--- src/hw/rtl/ffxp_pkg.sv ---
package ffxp_pkg;

   localparam int unsigned BYTE_W      = 8;
   localparam int unsigned DUTY_W      = 2 * BYTE_W;
   localparam int unsigned PAYLOAD_LEN = 5;
   localparam int unsigned POS_W       = 3;
   localparam int unsigned IDX_W       = $clog2(PAYLOAD_LEN);

   localparam logic [BYTE_W-1:0] SYNC_BYTE_RESET = 8'hAA;

   // frame position codes: hunting, first payload word, checksum word
   localparam logic [POS_W-1:0] POS_HUNT     = 3'd0;
   localparam logic [POS_W-1:0] POS_FIRST    = 3'd1;
   localparam logic [POS_W-1:0] POS_CHECKSUM = 3'd6;

   typedef struct packed {
      logic              valid;
      logic [BYTE_W-1:0] instruction_type;
      logic [DUTY_W-1:0] left_duty;
      logic [DUTY_W-1:0] right_duty;
   } result_type;

   typedef struct packed {
      logic       at_checksum;
      result_type result;
   } frame_status_type;

endpackage

--- src/hw/rtl/ffxp_frame.sv ---
module ffxp_frame
   import ffxp_pkg::*;
(
   input  logic                  clock,
   input  logic                  reset,
   input  logic                  accept,
   input  logic [BYTE_W-1:0]     rx_byte,
   input  logic [BYTE_W-1:0]     sync_byte,
   output frame_status_type      status
);

   logic [POS_W-1:0]  pos_ff, pos_in;
   logic [BYTE_W-1:0] xor_ff, xor_in;
   logic [BYTE_W-1:0] payload_ff [PAYLOAD_LEN];
   logic              hunting;
   logic              store_word;
   logic [IDX_W-1:0]  store_idx;
   result_type        result;

   // position seven is never reached, treat it as hunting anyway
   assign hunting    = (pos_ff == POS_HUNT) || (pos_ff > POS_CHECKSUM);
   assign store_word = accept && !hunting && (pos_ff < POS_CHECKSUM);
   assign store_idx  = IDX_W'(pos_ff - POS_FIRST);

   always_comb begin
      pos_in = pos_ff;
      xor_in = xor_ff;
      result = '0;
      result.instruction_type = payload_ff[0];
      result.left_duty        = {payload_ff[1], payload_ff[2]};
      result.right_duty       = {payload_ff[3], payload_ff[4]};
      if (accept) begin
         if (hunting) begin
            pos_in = (rx_byte == sync_byte) ? POS_FIRST : POS_HUNT;
            xor_in = '0;
         end else if (pos_ff < POS_CHECKSUM) begin
            pos_in = pos_ff + POS_FIRST;
            xor_in = xor_ff ^ rx_byte;
         end else begin
            // checksum word: a mismatch drops the frame
            pos_in       = POS_HUNT;
            result.valid = (xor_ff == rx_byte);
         end
      end
   end

   always_ff @(posedge clock) begin
      if (reset) begin
         pos_ff <= POS_HUNT;
      end else begin
         pos_ff <= pos_in;
      end
   end

   always_ff @(posedge clock) begin
      xor_ff <= xor_in;
      if (store_word) begin
         payload_ff[store_idx] <= rx_byte;
      end
   end

   assign status.at_checksum = (pos_ff == POS_CHECKSUM);
   assign status.result      = result;

endmodule

--- src/hw/rtl/ffxp_out.sv ---
module ffxp_out
   import ffxp_pkg::*;
(
   input  logic              clock,
   input  logic              reset,
   input  result_type        result,
   input  logic              rsp_ready,
   output logic              rsp_valid,
   output logic [BYTE_W-1:0] rsp_instruction_type,
   output logic [DUTY_W-1:0] rsp_left_duty,
   output logic [DUTY_W-1:0] rsp_right_duty
);

   logic              valid_ff, valid_in;
   logic [BYTE_W-1:0] instr_ff;
   logic [DUTY_W-1:0] left_ff;
   logic [DUTY_W-1:0] right_ff;

   // a new result only arrives when the register is free or being drained
   assign valid_in = result.valid || (valid_ff && !rsp_ready);

   always_ff @(posedge clock) begin
      if (reset) begin
         valid_ff <= 1'b0;
      end else begin
         valid_ff <= valid_in;
      end
   end

   always_ff @(posedge clock) begin
      if (result.valid) begin
         instr_ff <= result.instruction_type;
         left_ff  <= result.left_duty;
         right_ff <= result.right_duty;
      end
   end

   assign rsp_valid            = valid_ff;
   assign rsp_instruction_type = instr_ff;
   assign rsp_left_duty        = left_ff;
   assign rsp_right_duty       = right_ff;

endmodule

--- src/hw/rtl/fixed_frame_xor_checked_parser_top.sv ---
// fixed-length frame parser with xor check
// input channel (req_): one received byte per word, valid/ready handshake
// result channel (rsp_): instruction byte and two big-endian 16-bit duty values
// csr_: write enable and data for the start byte, reset value 0xAA
// a frame is the start byte, five payload words and a checksum word; the
// checksum must equal the xor of the five payload words or the frame is dropped
// start bytes inside a frame are plain data, there is no resync or timeout
// throughput: one input word per cycle unless a checksum word waits, set by the single frame-tracking stage
// the result is registered and shows on rsp_ in the cycle after the checksum word is taken
// when the receiver stalls the result waits in the output register; bytes
// other than a checksum are still taken, a checksum word waits until the
// output register is free or drained in that same cycle
// reset: hunting for the start byte, no result pending, start byte 0xAA
module fixed_frame_xor_checked_parser_top
   import ffxp_pkg::*;
(
   input  logic              clock,
   input  logic              reset,
   input  logic              req_valid,
   output logic              req_ready,
   input  logic [BYTE_W-1:0] req_rx_byte,
   output logic              rsp_valid,
   input  logic              rsp_ready,
   output logic [BYTE_W-1:0] rsp_instruction_type,
   output logic [DUTY_W-1:0] rsp_left_duty,
   output logic [DUTY_W-1:0] rsp_right_duty,
   input  logic              csr_write_en,
   input  logic [BYTE_W-1:0] csr_write_data
);

   logic [BYTE_W-1:0] sync_byte_ff;
   logic              accept;
   frame_status_type  status;

   always_ff @(posedge clock) begin
      if (reset) begin
         sync_byte_ff <= SYNC_BYTE_RESET;
      end else if (csr_write_en) begin
         sync_byte_ff <= csr_write_data;
      end
   end

   assign req_ready = !status.at_checksum || !rsp_valid || rsp_ready;
   assign accept    = req_valid && req_ready;

   ffxp_frame u_frame (
      .clock      (clock),
      .reset      (reset),
      .accept     (accept),
      .rx_byte    (req_rx_byte),
      .sync_byte  (sync_byte_ff),
      .status     (status)
   );

   ffxp_out u_out (
      .clock                (clock),
      .reset                (reset),
      .result               (status.result),
      .rsp_ready            (rsp_ready),
      .rsp_valid            (rsp_valid),
      .rsp_instruction_type (rsp_instruction_type),
      .rsp_left_duty        (rsp_left_duty),
      .rsp_right_duty       (rsp_right_duty)
   );

endmodule

--- config.mk ---
export PLATFORM = sky130hd
export DESIGN_NAME = fixed_frame_xor_checked_parser_top
export DESIGN_NICKNAME = d
export VERILOG_FILES = /design/src/hw/rtl/ffxp_pkg.sv /design/src/hw/rtl/ffxp_frame.sv /design/src/hw/rtl/ffxp_out.sv /design/src/hw/rtl/fixed_frame_xor_checked_parser_top.sv
export SDC_FILE = /design/constraint.sdc
export NUM_CORES = 1
export LEC_CHECK = 0
export ABC_AREA = 1
export BUFFER_PORTS_ARGS = -buffer_cell sky130_fd_sc_hd__buf_2
export CAP_MARGIN = 30
export CORE_ASPECT_RATIO = 0.9
export CORE_MARGIN = 1
export CORE_UTILIZATION = 35
export DETAILED_ROUTE_END_ITERATION = 8
export SYNTH_ARGS = -nofsm -noshare
export SYNTH_HDL_FRONTEND = slang
export SYNTH_SLANG_ARGS = --single-unit
--- constraint.sdc ---
create_clock -name clock -period 3.7 [get_ports clock]
set_input_delay 0.37 -clock clock [delete_from_list [all_inputs] [get_ports clock]]
set_output_delay 0.37 -clock clock [all_outputs]
set_load 0.005 [all_outputs]
Yosys cells after proc, flatten, opt, wreduce, memory -nomap -nowiden
Memories as Yosys holds them, arrays and structs flattened. A register that Yosys moved wholly into a read port is not among the register bits.
Cells that the tools add are included.

operators by class
  equal/unequal tests = 3
  reductions and logical operators = 15
  order comparisons = 2
  add/subtract/negate cells = 2
  multiplexer cells = 9
  bitwise operators = 1

operator list
  kind                                                   count
  equality test 8 bit                                    2
  2-to-1 mux 8 bit                                       1
  bitwise XOR 8 bit                                      1
  2-to-1 mux 1 bit                                       6
  2-to-1 mux 3 bit                                       2
  logical AND 1 bit                                      4
  logical NOT 1 bit                                      4
  logical OR 1 bit                                       4
  adder 3 x 1 -> 3 bit (second input constant)           1
  equality test 3 bit (second input constant)            1
  greater-than comparator 3 bit (second input constant)  1
  logical NOT 3 bit                                      1
  less-than comparator 3 bit (second input constant)     1
  subtractor 3 x 1 -> 3 bit (second input constant)      1
  AND reduction 2 bit                                    1
  nonzero test 2 bit                                     1

storage, ports and cells
  output and inout port bits = 42
  word-level logic and storage cells = 37
  memory bits (writable) = 40
  bits in registers = 20
  input port bits = 21
  memories kept = 1

memory list
  memory              depth  width  rd ports  clocked after Yosys merged registers in  write ports  line              RTL
  u_frame.payload_ff  5      8      5         5                                        1            ffxp_frame.sv:14  logic [BYTE_W-1:0] payload_ff [PAYLOAD_LEN];

Longest topological paths before layout
Gate-level depths: netlist (run 1).

  word-level depth = 9
  mapped depth = 10
  gate-level depth less buffers = 10

Cells and area by module
From an unflattened synthesis (run 1), not the netlist that was laid out.

unflattened totals
  cells, all modules = 239
  area total of the unflattened synthesis = 3,585.9 µm²

by module, submodules not included
  module                              sequential area each (µm²)  cells each  area each (µm²)  instances
  ffxp_frame                          1,501.4                     146         2,021.9          1
  ffxp_out                            1,221.2                     45          1,241.2          1
  fixed_frame_xor_checked_parser_top  160.2                       48          322.8            1

Worst setup path before layout (run 1)
No wires, ideal clock.

  path kind = reg2reg
  start = register u_frame.pos_ff[0]
  end = register u_out.instr_ff[0], in the netlist rsp_instruction_type[0] (read register of u_frame.payload_ff) (enable)
  cell stages (with the launch flop) = 10
  buffers on the path = 0
  path slack = 1.391 ns
  required time = 3.305 ns
  arrival = 1.915 ns
  period minus slack after synthesis = 2.309 ns
  library setup time = 0.395 ns
  path through = dfxtp_1 -> inv_1 -> ha_1 -> nand2_4 -> inv_4 -> nand2_4 -> nand2_4 -> nor2_1 -> nand3_1 -> inv_1

RTL lines
  element                 line              RTL
  from (decl)             ffxp_frame.sv:12  logic [POS_W-1:0] pos_ff, pos_in;
  from (signal assigned)  ffxp_frame.sv:51  pos_ff <= pos_in;
  to (decl)               ffxp_out.sv:15    logic [BYTE_W-1:0] instr_ff;

Worst setup path in the final report (run 1)
  start = register u_frame.pos_ff[1]
  end = memory u_frame.payload_ff[1][1] (enable)

between the ends
  cells in the longest elaborated chain, start to end = 9
  elaborated cells on any way between the ends = 15
  those cells by class = add/sub: 1; order compare: 2; eq/ne: 1; mux: 2; reduce/logical: 9

RTL lines
  element                                                                                line
  parallel branches: the longest is 9 deep, another holds greater-than comparator 3 bit  -
  to (decl)                                                                              ffxp_frame.sv:14

Several ways; the timed one is not identified.

==> results of run 1 <==
## routing by layer
layer | share of wire | global-route usage
met1 | 0.45 | 0.162
met2 | 0.48 | 0.207
met3 | 0.055 | 0.0354
met4 | 0.015 | 0.0499
met5 | 0 | 0
## per-stage QoR
step           hold slack (ns)  utilization  total power (W)  worst slack, ns
2_1_floorplan            0.400            -          0.00129             1.39
3_3_place_gp             0.403        0.414          0.00132             1.41
3_5_place_dp             0.405        0.414          0.00132             1.27
4_1_cts                  0.227        0.444          0.00223             1.26
5_1_grt                  0.249        0.445          0.00227             1.28
6_report                 0.235        0.445          0.00220             1.44
## registers in the layout, indices dropped and copies added, names as in the netlist
name / flops
sync_byte_ff: 8
rsp_instruction_type: 8
u_frame.xor_ff: 8
rsp_right_duty: 16
rsp_left_duty: 16
u_frame.pos_ff: 3
u_out.rsp_valid: 1
u_frame.payload_ff: 40
## power groups by stage
stage	Combinational, W	Clock, W	Sequential [W]
global route	0.0000734	0.000968	0.00123
detailed placement	0.0000654	0	0.00126
global placement	0.0000639	0	0.00126
finish	0.0000639	0.000901	0.00123
CTS	0.0000657	0.000930	0.00123
floorplan	0.0000343	0	0.00125
## cells in the mapped netlist (all sizes together)
master / number
a21oi: 7
nor2: 26
xnor2: 11
inv: 23
buf: 2
nand2: 37
ha: 4
o21a: 1
xor2: 2
dfxtp: 12
nor3: 5
o21ai: 6
edfxtp: 88
nand4: 2
nand3: 6
## critical path: stages (launching register included)
cell and delay (ns):
dfxtp_1 0.42, inv_2 0.09, ha_1 0.20, xnor2_1 0.27
nand2_1 0.12, nor3_1 0.62, buf_4 0.27
## worst min-delay path by stage
stage,start,endpoint,slack (ns),cells after the start
2_1_floorplan,u_frame.payload_ff[0][0]$_DFFE_PP_,rsp_instruction_type[0]$_DFFE_PP_,0.40,0
3_3_place_gp,u_frame.payload_ff[3][5]$_DFFE_PP_,rsp_right_duty[13]$_DFFE_PP_,0.40,0
3_5_place_dp,u_frame.payload_ff[2][3]$_DFFE_PP_,rsp_left_duty[3]$_DFFE_PP_,0.40,0
4_1_cts,csr_write_data[7],sync_byte_ff[7]$_SDFFE_PP1P_,0.23,3
5_1_grt,csr_write_data[3],sync_byte_ff[3]$_SDFFE_PP1P_,0.25,3
6_report,csr_write_data[7],sync_byte_ff[7]$_SDFFE_PP1P_,0.23,3
## area by class of cell
cell class                      instances  area [um^2]
Fill cell                             891         5430
Inverter                               23         91.3
Tap cell                              126          158
Timing Repair Buffer                   68          350
Multi-Input combinational cell        107          581
Clock buffer                            9          225
Clock inverter                          7         67.6
Sequential cell                       100         2880
## kinds of logic (layout without fill, tap and decap cells)
| logic type | count (synthesis) | in the layout |
|---|---|---|
| buffers and inverters | 25 | 107 |
| adder cells (fa/ha/maj) | 4 | 4 |
| AO/OA/AOI/OAI | 14 | 14 |
| AND/OR/NAND/NOR | 76 | 76 |
| flip-flops | 100 | 100 |
| XOR/XNOR | 13 | 13 |
==> impl_metrics.toml, run 1 <==
[clocking]
numCtsBuffers = 9
cts.reportedPaths.clkPinSlew_ns = 0.07
clock-sinks = 100
postCtsSetupBuffers = 0
clockBufferDepth = 2
htree_levels = 3
ctsResizeCount = 0
clock-root-buffer = "clkbuf_16"
hold_buffers = 0
clock_latency_ns = 0.34
tritoncts = "yes"

[synthesis]
postSynthAreaPerCell_um2 = 15.4
synth_xor_area_frac = 0.0319
syn_nets = 257
synth_top_cell_area_share = 0.740
yosys_register_bits = 100
synth-simple-area-share = 0.0964
synthTopCellsByArea = "edfxtp_1 74%, dfxtp_1 6.7%, nand2_1 3.4%, xnor2_1 2.7%, nor2_1 2.4%"
ys_seq_area_frac = 0.807
synth_compound_area_frac = 0.0203
yosysTopAreaCell = "edfxtp_1"
ys_types = 22
synthAdderAreaFrac = 0.0140
syn_area_um2 = 3570
yosysWarnings = 0
muxShareOfSynthArea = 0
synth_cells = 232
synth_top_family_by_area = "simple AND/OR/NAND/NOR gates"

[run]
max_cap_violations = 0

[route]
wire_per_inst_um = 14.5
ant_nets = 0
drc_errors = 0
initialDrtViolationCount = 121
via_per_inst = 4.38
dr.pass1.iters = 4
wirelength_um = 6380
num_vias = 1929

[floorplanning]
pin_count = 63
die_w_um = 108
rows = 34
fp.dieH_um = 97.8
core_area_um2 = 9780
die-area_um2 = 10600
initial_core_util = 0.365

[layout]
layout_common_cells = "88 x edfxtp_1, 63 x buf_2, 32 x nand2_1, 23 x nor2_1, 20 x inv_1"
final_common_cell = "edfxtp_1"
fin_area_um2 = 4360
layout-drive-gt1-share = 0.303
areaGrowthSynthToFinish_pct = 22.0
antenna_cells = 0
stdcell_count = 440
fin_nets = 334

[power]
internal-power_w = 0.00172
pwr-share-seq = 0.561
p_leak_nw = 1.68
pwr-share-comb = 0.029
ir_worst_vdd_mv = 0.197
power.density_nw_per_um2 = 504
switchingPower_w = 0.000472
clkPwrFrac = 0.410
swShare = 0.215

[worst_setup_path]
cp-endpoint = "u_frame.payload_ff[1][1]$_DFFE_PP_"
reg2reg_depth = 6
worstReg2RegStart = "u_frame.pos_ff[1]$_SDFFE_PP0P_"
end_kind = "flip-flop"
required_ns = 3.76
path_max_fanout = 5
r2r_end = "u_frame.payload_ff[1][1]$_DFFE_PP_"
cp-start-kind = "flip-flop"
worstSetupPathType = "reg2reg"
worst-r2r-setup-slack_ns = 1.44
critPathLaunch = "u_frame.pos_ff[1]$_SDFFE_PP0P_"
arrival_ns = 2.32

[timing]
min_period_ns = 2.26
rsz0062_at_grt = "no"
fin_tns_setup_ns = 0
skew_ns = 0.00469
final_max_slew_viol_count = 0
slew-limit-headroom = 0.509
setup_viol_count_final = 0
worstMarginPinSlew_ns = 0.731
hold_viol_final = 0
timing.final.crit_share = 0.612
fmax_ghz = 0.442

[placement]
place_inst = 422
io_buffers = 62
hpwl_um = 4360
dpl-instance-area_um2 = 4050
gp_congestion = 0.881

[worst_hold_path]
worstHoldPathType = "in2reg"

[global_routing]
grt_pass1_vias = 1846
grt_max_degree = 41
grt_use_total = 0.128
grt_pass1_wl_um = 9840
grt_overflow = 0
antenna_found_initial = 0

[status]
status = "completed"
(Power assumes the default switching activity.)
==> run 2, diff against run 1 <==
--- a/config.mk
+++ b/config.mk
@@ -5,7 +5,7 @@
 export SDC_FILE = /design/constraint.sdc
 export NUM_CORES = 1
 export LEC_CHECK = 0
-export ABC_AREA = 1
+export ABC_AREA = 0
 export BUFFER_PORTS_ARGS = -buffer_cell sky130_fd_sc_hd__buf_2
 export CAP_MARGIN = 30
 export CORE_ASPECT_RATIO = 0.9
==> constraint.sdc (replaced) <==
create_clock -name clock -period 1.9 [get_ports clock]
set_input_delay 0.19 -clock clock [delete_from_list [all_inputs] [get_ports clock]]
set_output_delay 0.19 -clock clock [all_outputs]
set_load 0.005 [all_outputs]
==> impl_metrics.toml, run 2 <==
[status]
status = "completed"

[power]
p_leak_nw = 1.60
power.density_nw_per_um2 = 865
ir_worst_vdd_mv = 0.442

[layout]
top_register = "u_frame.payload_ff"
final_common_cell = "edfxtp_1"
antenna_cells = 0
layout-drive-gt1-share = 0.391
utilization = 0.447
multi_input_area_um2 = 643
largest_register_ffs = 40
fill_cells = 885
register_area_um2 = 2890
areaGrowthSynthToFinish_pct = 23.1
fin_nets = 301
layout_common_cells = "88 x edfxtp_1, 62 x buf_2, 18 x nor2_1, 18 x buf_4, 15 x xnor2_1"

[clocking]
tritoncts = "yes"
clock-sinks = 100
cts.reportedPaths.clkPinSlew_ns = 0.09
clock-root-buffer = "clkbuf_8"
clock_latency_ns = 0.36
numCtsBuffers = 9
htree_levels = 3
hold_buffers = 0
clockBufferDepth = 2

[synthesis]
yosysWarnings = 0
ys_types = 29
synthAdderAreaFrac = 0.0142
synth_cells = 187
yosys_register_bits = 100
muxShareOfSynthArea = 0.0152
synth_compound_area_frac = 0.0308
synth_xor_area_frac = 0.0421
synthArstFlopShare = 0
syn_nets = 212
synth_edf_count = 88
synth_top_family_by_area = "simple AND/OR/NAND/NOR gates"
yosys-top-cells-count = "88 x edfxtp_1, 18 x nor2_1, 15 x xnor2_1, 12 x dfxtp_1, 6 x nand4_1"
synthTopCellsByArea = "edfxtp_1 75%, dfxtp_1 6.8%, xnor2_1 3.7%, nor2_1 1.9%, ha_1 1.4%"
yosysMostFrequentCell = "edfxtp_1"
yosysTopAreaCell = "edfxtp_1"
postSynthAreaPerCell_um2 = 18.9
synth-simple-area-share = 0.0725
dominantRegCellSynth = "edfxtp_1"
synth_top_cell_area_share = 0.747
syn_area_um2 = 3540
ys_seq_area_frac = 0.815

[timing]
setup_ws_ns = 0.103
hold_viol_final = 0
rsz0062_at_grt = "no"
whs_ns = 0.0339
final_max_slew_viol_count = 0
setup_viol_count_final = 0
timing.final.crit_share = 0.946
skew_ns = 0.0100
fmax_ghz = 0.556
min_period_ns = 1.80
worstMarginPinSlew_ns = 0.361
fin_tns_setup_ns = 0
slew-limit-headroom = 0.759

[route]
via_per_inst = 4.43
ant_nets = 0
num_vias = 1802
dr.pass1.iters = 4
wirelength_um = 5920
initialDrtViolationCount = 105
wire_per_inst_um = 14.6
drc_errors = 0

[floorplanning]
die-area_um2 = 10500
rows = 34
core_area_um2 = 9740
die_w_um = 108
pin_count = 63
fp.dieH_um = 97.4
initial_core_util = 0.363

[worst_setup_path]
worstSetupPathType = "reg2reg"
path_max_fanout = 40
arrival_ns = 1.85
worst-r2r-setup-slack_ns = 0.10
reg2reg_depth = 5
end_kind = "flip-flop"
required_ns = 1.96
cp-start-kind = "flip-flop"

[global_routing]
grt_pass1_vias = 1633
grt_use_total = 0.119
antenna_found_initial = 0
grt_max_degree = 41
grt_pass1_wl_um = 8970
grt_overflow = 0

[placement]
hpwl_um = 4140
place_ws_ns = 0.0657
gp_congestion = 0.758
io_buffers = 62

[worst_hold_path]
hold_depth = 2
worstHoldPathType = "in2reg"

[run]
max_cap_violations = 0
run 2: changes by cell type after synthesis, moves of 5 or more:
cell	before	now
inv_1	20	4
nand2_1	32	4
a21oi_1	7	2
nor2b_1	0	5
o21ai_0	6	1
nor2_1	23	18
run 2: final timing paths:
check                                                         from                      endpoint
worst max-delay path                u_frame.pos_ff[1]$_SDFFE_PP0P_    rsp_left_duty[2]$_DFFE_PP_
worst min-delay path                             csr_write_data[5]  sync_byte_ff[5]$_SDFFE_PP1P_
worst max register to register      u_frame.pos_ff[1]$_SDFFE_PP0P_    rsp_left_duty[2]$_DFFE_PP_
worst min register to register  u_frame.payload_ff[2][1]$_DFFE_PP_    rsp_left_duty[1]$_DFFE_PP_
run 2: critical path, cell delays in order (launching register included):
cell	delay (ns)
dfxtp_4	0.37
buf_4	0.13
ha_4	0.18
nand4_1	0.14
nor4_4	0.38
buf_12	0.27
run 2: final cells by class:
cell class              instances  share of cell area
repair buffers                 81               0.107
clock buffers                  10              0.0293
inverters                       4             0.00345
clock inverters                 6              0.0126
multi-input cells              80               0.148
well taps                     126              0.0362
flip-flops and latches        100               0.664
run 2: stage by stage:
step           instance area (um^2)  power [W]  std cells
2_1_floorplan                  3560    0.00251        187
3_3_place_gp                   4140    0.00258        388
3_5_place_dp                   4140    0.00258        388
4_1_cts                        4330    0.00381        404
5_1_grt                        4350    0.00390        407
6_report                       4350    0.00376        407
run 2: routing by layer:
layer,GRT usage,up-vias,wire [um],part of all wire
met4,0.0432,0,68,0.011
met5,0,-,0,0
met1,0.172,861,2850,0.48
li1,-,880,-,-
met2,0.165,52,2650,0.45
met3,0.0423,9,350,0.059
run 2: power by group:
group | internal (W) | total (W) | switching [W]
Sequential | 0.00238 | 0.00239 | 0.0000100
Combinational | 0.0000609 | 0.000133 | 0.0000724
Clock | 0.000501 | 0.00124 | 0.000738
run 2: repair_timing:
item                       4_1_cts  5_1_grt
setup endpoints to repair        0       24
hold endpoints to repair         0        0
setup buffers                    0        3
gates resized for setup          0        2
run 2: cells by family after synthesis:
family / after synthesis
compound gates: 12
buf+inv: 7
mux: 5
fa+ha+maj: 4
xor+xnor: 17
simple gates: 42
flops: 100
==> run 3, diff against run 2 <==
--- a/config.mk
+++ b/config.mk
@@ -8,10 +8,14 @@
 export ABC_AREA = 0
 export BUFFER_PORTS_ARGS = -buffer_cell sky130_fd_sc_hd__buf_2
 export CAP_MARGIN = 30
+export CELL_PAD_IN_SITES_DETAIL_PLACEMENT = 0
+export CELL_PAD_IN_SITES_GLOBAL_PLACEMENT = 1
 export CORE_ASPECT_RATIO = 0.9
 export CORE_MARGIN = 1
 export CORE_UTILIZATION = 35
 export DETAILED_ROUTE_END_ITERATION = 8
+export PLACE_DENSITY_LB_ADDON = 0.1
+export SETUP_SLACK_MARGIN = 0.15
 export SYNTH_ARGS = -nofsm -noshare
 export SYNTH_HDL_FRONTEND = slang
 export SYNTH_SLANG_ARGS = --single-unit
==> constraint.sdc (replaced) <==
create_clock -name clock -period 1.7 [get_ports clock]
set_input_delay 0.17 -clock clock [delete_from_list [all_inputs] [get_ports clock]]
set_output_delay 0.17 -clock clock [all_outputs]
set_load 0.005 [all_outputs]
==> impl_metrics.toml, run 3 (same netlist as run 2, synthesis figures left out) <==
[global_routing]
antenna_found_initial = 0
grt_overflow = 0
grt_pass1_vias = 2024
grt_max_degree = 22
grt_pass1_wl_um = 11000
grt_use_total = 0.144

[power]
internal-power_w = 0.00337
p_leak_nw = 1.95
ir_worst_vdd_mv = 0.525
pwr-share-seq = 0.606
p_total_w = 0.00442
power.density_nw_per_um2 = 870
pwr-share-comb = 0.045
switchingPower_w = 0.00105
swShare = 0.238
clkPwrFrac = 0.350

[timing]
timing.final.crit_share = 1.05
rsz0062_at_grt = "yes"
skew_ns = 0.0126
setup_ws_ns = -0.0907
final_max_slew_viol_count = 0
setup_viol_count_final = 56
min_period_ns = 1.79
slew-limit-headroom = 0.620
fin_tns_setup_ns = -2.64
hold_viol_final = 0
fmax_ghz = 0.558
worstMarginPinSlew_ns = 0.568

[route]
wire_per_inst_um = 15.4
num_vias = 2039
via_per_inst = 4.49
drc_errors = 0
wl_met3_um = 307
wl_met1_um = 3010
ant_nets = 0
initialDrtViolationCount = 108
met2_length_um = 3480
wirelength_um = 6980
dr.pass1.iters = 5
highest_layer = "met4"

[status]
violations = "setup timing"
status = "finished, violations left"

[worst_setup_path]
cpMostUsedCell = "buf_6"
critical-path-slowest-cell = "dfxtp_2"
worst-r2r-setup-slack_ns = -0.09
worstReg2RegStart = "u_frame.pos_ff[0]$_SDFFE_PP0P_"
path_max_fanout = 8
arrival_ns = 1.89
cpPeakStageDelay_ns = 0.35
reg2reg_depth = 9
end_kind = "flip-flop"
required_ns = 1.80
cp-start-kind = "flip-flop"
worstSetupPathType = "reg2reg"
r2r_end = "rsp_instruction_type[2]$_DFFE_PP_"
cp_cell_sequence = "inv_2 -> ha_4 -> nand4b_4 -> nand2_4 -> buf_6 -> nor4_4 -> buf_4 -> buf_6 -> clkbuf_16"

[layout]
fin_nets = 348
multi_input_area_um2 = 774
areaGrowthSynthToFinish_pct = 43.8
layout-drive-gt1-share = 0.521
top_register = "u_frame.payload_ff"
final_common_cell = "edfxtp_1"
fill_cells = 810
antenna_cells = 0
largest_register_ffs = 40
register_area_um2 = 2890
layout_common_cells = "88 x edfxtp_1, 62 x buf_2, 29 x buf_4, 25 x buf_6, 15 x nor2_1"

[placement]
hpwl_um = 4580
gp_congestion = 0.736
io_buffers = 62

[floorplanning]
die-area_um2 = 10500
core_area_um2 = 9740
rows = 34
fp.dieH_um = 97.4
initial_core_util = 0.363
pin_count = 63
die_w_um = 108

[clocking]
clockBufferDepth = 2
htree_levels = 3
cts.reportedPaths.clkPinSlew_ns = 0.11
numCtsBuffers = 9
clock-root-buffer = "clkbuf_8"
tritoncts = "yes"
clock-sinks = 100
clock_latency_ns = 0.37

[worst_hold_path]
hold-path-endpoint = "sync_byte_ff[6]$_SDFFE_PP0P_"
worstHoldPathType = "in2reg"
hp-start = "csr_write_data[6]"
hold_depth = 3

[run]
max_cap_violations = 0
## run 3: changes by cell type in the layout (fill, tap and decap cells not counted), moves of 3 or more
cell           delta
buf_6            +25
buf_4            +11
xnor2_1           -6
xnor2_2           +6
buf_12            +4
dlygate4sd3_1     +4
clkinv_8          +3
nor2_1            -3
nor2_4            +3
## run 3: cell type report
class                           instances  area share
Inverter                                4     0.00345
Timing Repair Buffer                  128       0.203
Tap cell                              126      0.0310
Clock inverter                          7      0.0180
Multi-Input combinational cell         80       0.152
Sequential cell                       100       0.568
Clock buffer                            9      0.0244
## run 3: through the flow
stage                     setup slack (ns)  std cells   util  instance area [um^2]  hold WS, ns
after detailed placement            -0.160        404  0.445                  4330        0.379
after CTS                          -0.0865        445  0.500                  4870     0.000312
after global routing                -0.170        454  0.522                  5080       0.0409
after floorplan                     -0.886        187      -                  3610        0.269
after global placement              -0.154        404  0.445                  4330        0.373
final                              -0.0907        454  0.522                  5080       0.0352
## run 3: routing by layer
metal  vias to the layer above  global-route usage
met2                        55               0.225
met3                        10              0.0429
met1                       998               0.187
li1                        976                   -
met4                         0              0.0569
met5                         -                   0
## run 3: power by group through the flow
stage | Sequential (W) | Clock, W | Combinational, W
finish | 0.00268 | 0.00155 | 0.000197
global route | 0.00268 | 0.00169 | 0.000216
CTS | 0.00268 | 0.00160 | 0.000184
detailed placement | 0.00273 | 0 | 0.000167
global placement | 0.00273 | 0 | 0.000167
floorplan | 0.00273 | 0 | 0.0000772
## run 3: how the worst max path moves through the flow
| stage | from | to | slack (ns) | depth (start not counted) |
|---|---|---|---|---|
| floorplan | u_frame.pos_ff[0]$_SDFFE_PP0P_ | rsp_instruction_type[0]$_DFFE_PP_ | -0.89 | 4 |
| global placement | u_frame.pos_ff[1]$_SDFFE_PP0P_ | u_frame.payload_ff[3][4]$_DFFE_PP_ | -0.15 | 8 |
| detailed placement | u_frame.pos_ff[1]$_SDFFE_PP0P_ | u_frame.payload_ff[3][4]$_DFFE_PP_ | -0.16 | 8 |
| CTS | u_frame.pos_ff[0]$_SDFFE_PP0P_ | u_frame.payload_ff[2][1]$_DFFE_PP_ | -0.09 | 8 |
| global route | u_frame.xor_ff[2]$_SDFFCE_PP0P_ | rsp_left_duty[10]$_DFFE_PP_ | -0.17 | 6 |
| finish | u_frame.pos_ff[0]$_SDFFE_PP0P_ | rsp_instruction_type[2]$_DFFE_PP_ | -0.09 | 9 |
## run 3: repair_timing
| action | 4_1_cts | 5_1_grt |
|---|---|---|
| cloned | 3 | 1 |
| endpoints found under the setup margin | 95 | 92 |
| gates resized for setup | 23 | 23 |
| pin swaps | 11 | 7 |
| hold buffers | 3 | 1 |
| endpoints found under the hold margin | 3 | 1 |
| buffers inserted | 19 | 7 |
## run 3: worst max-delay path, delay by kind of cell, from the launching register on
kind,cells,cell delay [ns]
buf+inv,5,0.62
simple gates,3,0.38
flops,1,0.35
fa+ha+maj,1,0.17
